**config.mk**
```make
export PLATFORM = sky130hd
export DESIGN_NAME = gpio_port_with_pin_interrupts_unit
export DESIGN_NICKNAME = d
export VERILOG_FILES = /design/src/gpp_pkg.sv /design/src/gpio_port_with_pin_interrupts_unit.sv /design/src/gpp_pin.sv
export SDC_FILE = /design/constraint.sdc
export NUM_CORES = 2
export LEC_CHECK = 0
export ABC_AREA = 0
export BUFFER_PORTS_ARGS = -buffer_cell sky130_fd_sc_hd__buf_2
export CAP_MARGIN = 20
export CORE_ASPECT_RATIO = 1.4
export CORE_MARGIN = 2
export CORE_UTILIZATION = 40
export CTS_BUF_LIST = sky130_fd_sc_hd__clkbuf_4
export DETAILED_ROUTE_END_ITERATION = 6
export SLEW_MARGIN = 20
export SYNTH_ARGS = -nofsm -noshare
export SYNTH_HDL_FRONTEND = slang
export SYNTH_SLANG_ARGS = --single-unit
```
**constraint.sdc**
```tcl
create_clock -name clock -period 11.5 [get_ports clock]
set_input_delay 3.45 -clock clock [delete_from_list [all_inputs] [get_ports clock]]
set_output_delay 3.45 -clock clock [all_outputs]
set_load 0.05 [all_outputs]
```
**src/gpp_pkg.sv**
```systemverilog
`timescale 1ns / 1ps

package gpp_pkg;

   // Item kinds (travel on req_tuser)
   localparam logic [2:0] MODE_READ     = 3'd0;
   localparam logic [2:0] MODE_WRITE    = 3'd1;
   localparam logic [2:0] MODE_PIN_CHG  = 3'd2;
   localparam logic [2:0] MODE_PIN_KIND = 3'd3;
   localparam logic [2:0] MODE_PIN_IRQ  = 3'd4;

   // Register map
   localparam logic [3:0] REG_OUT      = 4'd0;
   localparam logic [3:0] REG_SET      = 4'd1;
   localparam logic [3:0] REG_CLR      = 4'd2;
   localparam logic [3:0] REG_IN       = 4'd3;
   localparam logic [3:0] REG_DIR      = 4'd4;
   localparam logic [3:0] REG_INT_EN   = 4'd5;
   localparam logic [3:0] REG_INT_TYPE = 4'd6;
   localparam logic [3:0] REG_INT_STAT = 4'd7;
   localparam logic [3:0] REG_INT_CLR  = 4'd8;
   localparam logic [3:0] REG_PULLUP   = 4'd9;
   localparam logic [3:0] REG_PULLDOWN = 4'd10;

   // Pin modes
   localparam logic [2:0] KIND_IN     = 3'd0;
   localparam logic [2:0] KIND_OUT    = 3'd1;
   localparam logic [2:0] KIND_IN_PU  = 3'd2;
   localparam logic [2:0] KIND_IN_PD  = 3'd3;
   localparam logic [2:0] KIND_OD     = 3'd4;
   localparam logic [2:0] KIND_ANALOG = 3'd5;
   localparam logic [2:0] KIND_PWM    = 3'd6;

   // Pin interrupt modes
   localparam logic [2:0] IRQ_NONE = 3'd0;
   localparam logic [2:0] IRQ_RISE = 3'd1;
   localparam logic [2:0] IRQ_FALL = 3'd2;
   localparam logic [2:0] IRQ_BOTH = 3'd3;
   localparam logic [2:0] IRQ_LOW  = 3'd4;
   localparam logic [2:0] IRQ_HIGH = 3'd5;

   localparam int REG_WIDTH = 32;

   // Per-pin update command, already qualified by the commit strobe
   typedef struct packed {
      logic       drive;
      logic       level_val;
      logic       set_kind;
      logic [2:0] kind_val;
      logic       set_irq_kind;
      logic [2:0] irq_kind_val;
      logic       dir_write;
      logic       dir_val;
      logic       en_write;
      logic       en_val;
   } pin_cmd_type;

   typedef struct packed {
      logic level_next;
      logic fire;
      logic input_bit;
   } pin_stat_type;

   function automatic logic is_output_kind(input logic [2:0] k);
      return (k == KIND_OUT) || (k == KIND_OD) || (k == KIND_PWM);
   endfunction

endpackage

```
**src/gpio_port_with_pin_interrupts_unit.sv**
```systemverilog
`timescale 1ns / 1ps
// Channel   Dir  Handshake          Payload
// req       in   req_tvalid/tready  tuser: mode; tdata: reg_index .. pin_setting
// rsp       out  rsp_tvalid/tready  tdata: read_data .. pad_direction
//
// One transaction per cycle sustained while rsp is not stalled; a taken request
// passes the input register, then the result register, before it shows up on rsp.
// All register and pin updates happen as the request leaves the input register.
// Reset is synchronous and clears the valid flags, port registers, pin modes and
// interrupt modes, not the payload registers. A stalled rsp holds its result;
// req stays ready while the input register can move on.

module gpio_port_with_pin_interrupts_unit #(
   parameter int PIN_COUNT = 32
) (
   input  logic         clock,
   input  logic         reset,
   input  logic         req_tvalid,
   output logic         req_tready,
   input  logic [2:0]   req_tuser,   // [2:0] mode
   // [3:0] reg_index, [35:4] write_data, [41:36] pin, [42] level,
   // [45:43] pin_setting, [47:46] zero
   input  logic [47:0]  req_tdata,
   output logic         rsp_tvalid,
   input  logic         rsp_tready,
   // [31:0] read_data, [32] error, [64:33] irq_status, [96:65] pad_levels,
   // [128:97] pad_direction, [135:129] zero
   output logic [135:0] rsp_tdata
);
   import gpp_pkg::*;

   localparam logic [REG_WIDTH-1:0] PIN_MASK =
      REG_WIDTH'((64'd1 << PIN_COUNT) - 64'd1);

   // input register
   logic        s1_valid_ff;
   logic [2:0]  mode_ff;
   logic [3:0]  reg_index_ff;
   logic [31:0] write_data_ff;
   logic [5:0]  pin_ff;
   logic        level_ff;
   logic [2:0]  pin_setting_ff;

   // port state
   logic [31:0] out_ff, out_in;
   logic [31:0] dir_ff, dir_in;
   logic [31:0] int_en_ff, int_en_in;
   logic [31:0] int_type_ff, int_type_in;
   logic [31:0] int_stat_ff, int_stat_in;
   logic [31:0] pullup_ff, pullup_in;
   logic [31:0] pulldown_ff, pulldown_in;
   logic [31:0] levels_ff, levels_in;

   // result register
   logic         rsp_valid_ff;
   logic [135:0] rsp_data_ff;

   logic        advance;
   logic        commit;
   logic        ok;
   logic [31:0] read_data;
   logic        pin_ok;
   logic        drive_all;
   logic        wr_dir, wr_en, kind_ok, irq_ok;
   logic [31:0] input_word;
   logic [31:0] fires;
   logic [31:0] clr_mask;

   pin_stat_type pin_stat [REG_WIDTH];

   assign advance    = !rsp_valid_ff || rsp_tready;
   assign commit     = s1_valid_ff && advance;
   assign req_tready = !s1_valid_ff || advance;
   assign rsp_tvalid = rsp_valid_ff;
   assign rsp_tdata  = rsp_data_ff;

   assign pin_ok = {1'b0, pin_ff} < 7'(PIN_COUNT);

   always_comb begin
      ok          = 1'b0;
      read_data   = '0;
      out_in      = out_ff;
      drive_all   = 1'b0;
      wr_dir      = 1'b0;
      wr_en       = 1'b0;
      int_type_in = int_type_ff;
      pullup_in   = pullup_ff;
      pulldown_in = pulldown_ff;
      clr_mask    = '0;
      kind_ok     = 1'b0;
      irq_ok      = 1'b0;
      case (mode_ff)
         MODE_READ: begin
            ok = 1'b1;
            case (reg_index_ff)
               REG_OUT:      read_data = out_ff;
               REG_IN:       read_data = input_word;
               REG_DIR:      read_data = dir_ff;
               REG_INT_EN:   read_data = int_en_ff;
               REG_INT_TYPE: read_data = int_type_ff;
               REG_INT_STAT: read_data = int_stat_ff;
               REG_PULLUP:   read_data = pullup_ff;
               REG_PULLDOWN: read_data = pulldown_ff;
               default:      ok = 1'b0;
            endcase
         end
         MODE_WRITE: begin
            ok = 1'b1;
            case (reg_index_ff)
               REG_OUT: begin
                  out_in    = write_data_ff;
                  drive_all = 1'b1;
               end
               REG_SET: begin
                  out_in    = out_ff | write_data_ff;
                  drive_all = 1'b1;
               end
               REG_CLR: begin
                  out_in    = out_ff & ~write_data_ff;
                  drive_all = 1'b1;
               end
               REG_DIR:      wr_dir      = 1'b1;
               REG_INT_EN:   wr_en       = 1'b1;
               REG_INT_TYPE: int_type_in = write_data_ff;
               REG_INT_CLR:  clr_mask    = write_data_ff;
               REG_PULLUP:   pullup_in   = write_data_ff;
               REG_PULLDOWN: pulldown_in = write_data_ff;
               default:      ok = 1'b0;
            endcase
         end
         MODE_PIN_CHG:  ok = pin_ok;
         MODE_PIN_KIND: begin
            kind_ok = pin_ok && (pin_setting_ff <= KIND_PWM);
            ok      = kind_ok;
         end
         MODE_PIN_IRQ: begin
            irq_ok = pin_ok && (pin_setting_ff <= IRQ_HIGH);
            ok     = irq_ok;
         end
         default: ok = 1'b0;
      endcase
   end

   for (genvar i = 0; i < REG_WIDTH; i++) begin : g_pin
      if (i < PIN_COUNT) begin : g_live
         pin_cmd_type cmd;
         logic        sel;

         assign sel = pin_ff == 6'(i);

         always_comb begin
            cmd.drive        = commit && (drive_all || (mode_ff == MODE_PIN_CHG && sel));
            cmd.level_val    = drive_all ? out_in[i] : level_ff;
            cmd.set_kind     = commit && kind_ok && sel;
            cmd.kind_val     = pin_setting_ff;
            cmd.set_irq_kind = commit && irq_ok && sel;
            cmd.irq_kind_val = pin_setting_ff;
            cmd.dir_write    = commit && wr_dir;
            cmd.dir_val      = write_data_ff[i];
            cmd.en_write     = commit && wr_en;
            cmd.en_val       = write_data_ff[i];
         end

         gpp_pin u_pin (
            .clock     (clock),
            .reset     (reset),
            .cmd       (cmd),
            .level_cur (levels_ff[i]),
            .pull_up   (pullup_ff[i]),
            .pull_down (pulldown_ff[i]),
            .stat      (pin_stat[i])
         );
      end else begin : g_dead
         assign pin_stat[i] = '{level_next: levels_ff[i], fire: 1'b0, input_bit: 1'b0};
      end
      assign levels_in[i]  = pin_stat[i].level_next;
      assign fires[i]      = pin_stat[i].fire;
      assign input_word[i] = pin_stat[i].input_bit;
   end

   always_comb begin
      int_stat_in = (int_stat_ff & ~clr_mask) | fires;

      dir_in = wr_dir ? write_data_ff : dir_ff;
      if (kind_ok) begin
         dir_in[pin_ff[4:0]] = is_output_kind(pin_setting_ff);
      end

      int_en_in = wr_en ? write_data_ff : int_en_ff;
      if (irq_ok) begin
         int_en_in[pin_ff[4:0]] = pin_setting_ff != IRQ_NONE;
      end
   end

   always_ff @(posedge clock) begin
      if (reset) begin
         s1_valid_ff  <= 1'b0;
         rsp_valid_ff <= 1'b0;
         out_ff       <= '0;
         dir_ff       <= '0;
         int_en_ff    <= '0;
         int_type_ff  <= '0;
         int_stat_ff  <= '0;
         pullup_ff    <= '0;
         pulldown_ff  <= '0;
         levels_ff    <= '0;
      end else begin
         if (req_tready) begin
            s1_valid_ff <= req_tvalid;
         end
         if (advance) begin
            rsp_valid_ff <= s1_valid_ff;
         end
         if (commit) begin
            out_ff      <= out_in;
            dir_ff      <= dir_in;
            int_en_ff   <= int_en_in;
            int_type_ff <= int_type_in;
            int_stat_ff <= int_stat_in;
            pullup_ff   <= pullup_in;
            pulldown_ff <= pulldown_in;
            levels_ff   <= levels_in & PIN_MASK;
         end
      end
   end

   // payload registers
   always_ff @(posedge clock) begin
      if (req_tready && req_tvalid) begin
         mode_ff        <= req_tuser;
         reg_index_ff   <= req_tdata[3:0];
         write_data_ff  <= req_tdata[35:4];
         pin_ff         <= req_tdata[41:36];
         level_ff       <= req_tdata[42];
         pin_setting_ff <= req_tdata[45:43];
      end
      if (commit) begin
         rsp_data_ff <= {7'd0, dir_in, levels_in & PIN_MASK, int_stat_in, !ok, read_data};
      end
   end

endmodule

```
**src/gpp_pin.sv**
```systemverilog
`timescale 1ns / 1ps

module gpp_pin (
   input  logic                 clock,
   input  logic                 reset,
   input  gpp_pkg::pin_cmd_type cmd,
   input  logic                 level_cur,
   input  logic                 pull_up,
   input  logic                 pull_down,
   output gpp_pkg::pin_stat_type stat
);
   import gpp_pkg::*;

   logic [2:0] kind_ff, kind_in;
   logic [2:0] irq_kind_ff, irq_kind_in;
   logic       fire;

   always_comb begin
      kind_in = kind_ff;
      if (cmd.set_kind) begin
         kind_in = cmd.kind_val;
      end else if (cmd.dir_write) begin
         if (cmd.dir_val && (kind_ff == KIND_IN || kind_ff == KIND_IN_PU ||
                             kind_ff == KIND_IN_PD)) begin
            kind_in = KIND_OUT;
         end else if (!cmd.dir_val && is_output_kind(kind_ff)) begin
            kind_in = KIND_IN;
         end
      end
   end

   always_comb begin
      irq_kind_in = irq_kind_ff;
      if (cmd.set_irq_kind) begin
         irq_kind_in = cmd.irq_kind_val;
      end else if (cmd.en_write && !cmd.en_val) begin
         irq_kind_in = IRQ_NONE;
      end
   end

   always_comb begin
      case (irq_kind_ff)
         IRQ_RISE: fire = !level_cur && cmd.level_val;
         IRQ_FALL: fire = level_cur && !cmd.level_val;
         IRQ_BOTH: fire = level_cur != cmd.level_val;
         IRQ_LOW:  fire = !cmd.level_val;
         IRQ_HIGH: fire = cmd.level_val;
         default:  fire = 1'b0;
      endcase
   end

   always_comb begin
      stat.level_next = cmd.drive ? cmd.level_val : level_cur;
      stat.fire       = cmd.drive && fire;
      // pulls only resolve plain inputs
      stat.input_bit  = (kind_ff == KIND_IN) ? (pull_up || (!pull_down && level_cur))
                                             : level_cur;
   end

   always_ff @(posedge clock) begin
      if (reset) begin
         kind_ff     <= KIND_IN;
         irq_kind_ff <= IRQ_NONE;
      end else begin
         kind_ff     <= kind_in;
         irq_kind_ff <= irq_kind_in;
      end
   end

endmodule

```
==> flow_summary.toml <==
[clock_tree]
insertion_delay_ps = 1060
clock_path_buffers = 3
cts_made_buffers = 163
cts_resized = 0
clock-root-buffer = "clkbuf_4"
postCtsSetupBuffers = 0
cts.sinks = 628
cts_tree = "done"
cts.clk_slew.worst_paths_ps = 60
h-tree-depth = 4
holdBufCountCts = 0

[finish]
area_growth_pct = 12.4
fillers = 8124
drive_gt1_frac = 0.159
nNetsFinal = 4095
fin_util = 0.453

[timing]
relSlewSlack = 0.210
fin_worst_skew_ps = 58.2
worst_pin_slew_ps = 1180
fin_ws_ps = 3850
setup_tns_ps = 0
finalCritPeriodShare = 0.665
rsz0062_at_grt = "false"
finalSetupViolations = 0
fmax_ghz = 0.131
final.min_clock_period_ps = 7650
hold_viol_final = 0
final_max_slew_viol_count = 0

[logic_synthesis]
ys_seq_area_frac = 0.431
synth_top_area_share = 0.270
synth_warnings = 0
yosys.area.top_type = "dfxtp_1"
synth_edf_count = 178
async_reset_ff_frac = 0
synth_area_per_cell_sq_um = 8.64
synthCells = 3856
ys_ff_latch = 628
ys.flop_type = "dfxtp_1"
synth_area_sq_mm = 0.0333
yosysUniqueCellTypes = 77
synth_area_leaders = "dfxtp_1 (27%), edfxtp_1 (16%), nor2_1 (6.0%)"

[worst_setup_path]
r2r_slack_ps = 7050
worstRegToRegCells = 12
arrival_ps = 4200
critPathTopFamily = "buffers and inverters"
critical_path.slowest_cell = "buf_2"
required_ps = 8050
cp_cell_sequence = "buf_2, nor2b_1, buf_4, nand2_1, buf_2"
slowest_delay_ps = 250
r2r_start = "reg_index_ff[0]"
path_max_fanout = 8
end_kind = "primary output"
crit_top_cell = "buf_2"
path_buf_inv = 3
r2r_end = "rsp_tdata[64]"
cp-start-kind = "primary input"
crit_type = "primary input to primary output"

[run_status]
outcome = "finished, violations left"
violations = "DRC"

[pwr]
powerDensity_mw_per_mm2 = 133
power_leakage_nw = 13.7
peakVddDrop_mv = 0.101

[floorplanning]
die_w_microns = 248
dieArea_sq_mm = 0.0857
coreArea_sq_mm = 0.0827
chipHeight_microns = 346
start_util = 0.403
ios = 193
rows = 125

[run]
drv_cap = 0

[grt]
grt_pass1_wl_microns = 197000
track_usage = 0.310
grt_max_degree = 135
grt_pass1_vias = 30400
grt_overflow = 0
antenna_found_initial = 7

[placed_design]
post-place-ws_ps = 3860
place_hpwl_microns = 83100
globalplace.congestion = 0.909
port_buffers = 183

[drt]
drc = 5
viasPerCell = 6.23
vias = 32300
antenna_left = 0
routed_wl_microns = 135000
drt_pass1_iterations = 7
drt_iter0_drc = 3745
wl_per_cell_microns = 26.1

[min_path]
min_path_type = "flip-flop to flip-flop"
min_from = "int_en_ff[3]"
holdPathEnd = "int_en_ff[3]"
min_delay_path_depth = 2
[kinds of logic (layout without fill, tap and decap cells)]
logic type / after synthesis / after routing / synth area share
buffers and inverters: 421 / 666 / 0.0499
adder cells (fa/ha/maj): 64 / 64 / 0.0240
multiplexers: 168 / 168 / 0.0524
flip-flops: 628 / 628 / 0.431
XOR/XNOR: 51 / 51 / 0.0134
AO/OA/AOI/OAI: 1155 / 1155 / 0.234
AND/OR/NAND/NOR: 1368 / 1368 / 0.195
other: 1 / 10 / 0.000113
[how the worst max path moves through the flow]
stage                     startpoint            end  slack, ps  depth (start not counted)
after floorplan           rsp_tready  int_en_ff[24]       2550                          8
after global placement    rsp_tready     req_tready       3870                          5
after detailed placement  rsp_tready     req_tready       3860                          5
after CTS                 rsp_tready     req_tready       3850                          5
after global routing      rsp_tready     req_tready       3790                          5
final                     rsp_tready     req_tready       3850                          5
[area by class of cell]
class / count / area [sq um] / share of cell area
clock inverters: 37 / 329 / 0.00879
inverters: 113 / 432 / 0.0115
multi-input cells: 2813 / 17500 / 0.468
flip-flops and latches: 628 / 14400 / 0.383
repair buffers: 257 / 1520 / 0.0406
clock buffers: 259 / 1940 / 0.0519
well taps: 1079 / 1350 / 0.0361
diodes: 3 / 7.51 / 0.000201
[synthesized netlist by cell type (82+ instances only)]
master and n:
a22oi_1 120, nand2_1 346, edfxtp_1 178, o21ai_0 164, a21oi_1 325, nor2b_1 82
clkbuf_1 234, nand2b_1 107, inv_1 112, mux2i_1 116, nor2_1 537, dfxtp_1 450
[per-layer routing]
metal,vias up,track usage,routed length (microns)
met5,-,0,29
met4,4,0.230,11300
met3,586,0.0754,13900
met2,1991,0.473,59500
met1,15400,0.378,50800
li1,14400,-,-
[tightest hold or removal path: cells and delay by family, from the launching register on]
kind | cells | cell delay, ps
flops | 1 | 320
compound gates | 1 | 50
simple gates | 1 | 50
[state kept, by name (all words and copies together) (netlist names), 4 cells and up]
signal                          flops
reg_index_ff                        4
int_type_ff                        32
pin_ff                              6
rsp_tdata                         129
int_stat_ff                        32
levels_ff                          32
pullup_ff                          32
dir_ff                             32
int_en_ff                          32
write_data_ff                      32
pulldown_ff                        32
g_pin.g_live.u_pin.irq_kind_ff     96
g_pin.g_live.u_pin.kind_ff         96
out_ff                             32
[power by group]
part           internal [mW]  total [mW]  leakage (nW)  switching [mW]
registers               2.31        2.37          5.35          0.0526
logic                 0.0997       0.452          7.02           0.353
clock network           1.16        2.16          1.35            1.01
total                   3.57        4.98          13.7            1.41
[cell usage in the layout, fill, tap and decap left out, drive strengths merged, types with 22 or more instances in the layout]
| cell type | synthesis | routed |
|---|---|---|
| a211oi | 24 | 24 |
| a21o | 23 | 23 |
| a21oi | 325 | 325 |
| a221oi | 26 | 26 |
| a22oi | 120 | 120 |
| a2bb2oi | 31 | 31 |
| a311oi | 52 | 52 |
| a31oi | 29 | 29 |
| a32oi | 28 | 28 |
| and2 | 25 | 25 |
| and3 | 22 | 22 |
| buf | 72 | 257 |
| clkbuf | 236 | 259 |
| clkinv | 1 | 27 |
| dfxtp | 450 | 450 |
| edfxtp | 178 | 178 |
| ha | 64 | 64 |
| inv | 112 | 115 |
| mux2 | 52 | 52 |
| mux2i | 116 | 116 |
| nand2 | 346 | 346 |
| nand2b | 107 | 107 |
| nand3 | 50 | 50 |
| nand3b | 29 | 29 |
| nand4 | 30 | 30 |
| nor2 | 537 | 537 |
| nor2b | 82 | 82 |
| nor3 | 44 | 44 |
| nor3b | 37 | 37 |
| o211ai | 33 | 33 |
| o21a | 33 | 33 |
| o21ai | 168 | 168 |
| o221ai | 35 | 35 |
| o22ai | 33 | 33 |
| o311ai | 44 | 44 |
| o31ai | 27 | 27 |
| o32ai | 27 | 27 |
| xnor2 | 27 | 27 |
| xor2 | 24 | 24 |
[stage by stage]
step | hold WS, ps | cells | power, mW | cell area [sq um]
after global routing | 488 | 5189 | 5.15 | 37400
after floorplan | 439 | 3862 | 2.67 | 33300
after global placement | 450 | 4890 | 2.85 | 35200
after CTS | 465 | 5186 | 5.01 | 37400
final | 465 | 5189 | 4.98 | 37400
after detailed placement | 457 | 4890 | 2.85 | 35200
Note: power is estimated with default switching activity, not from simulation.
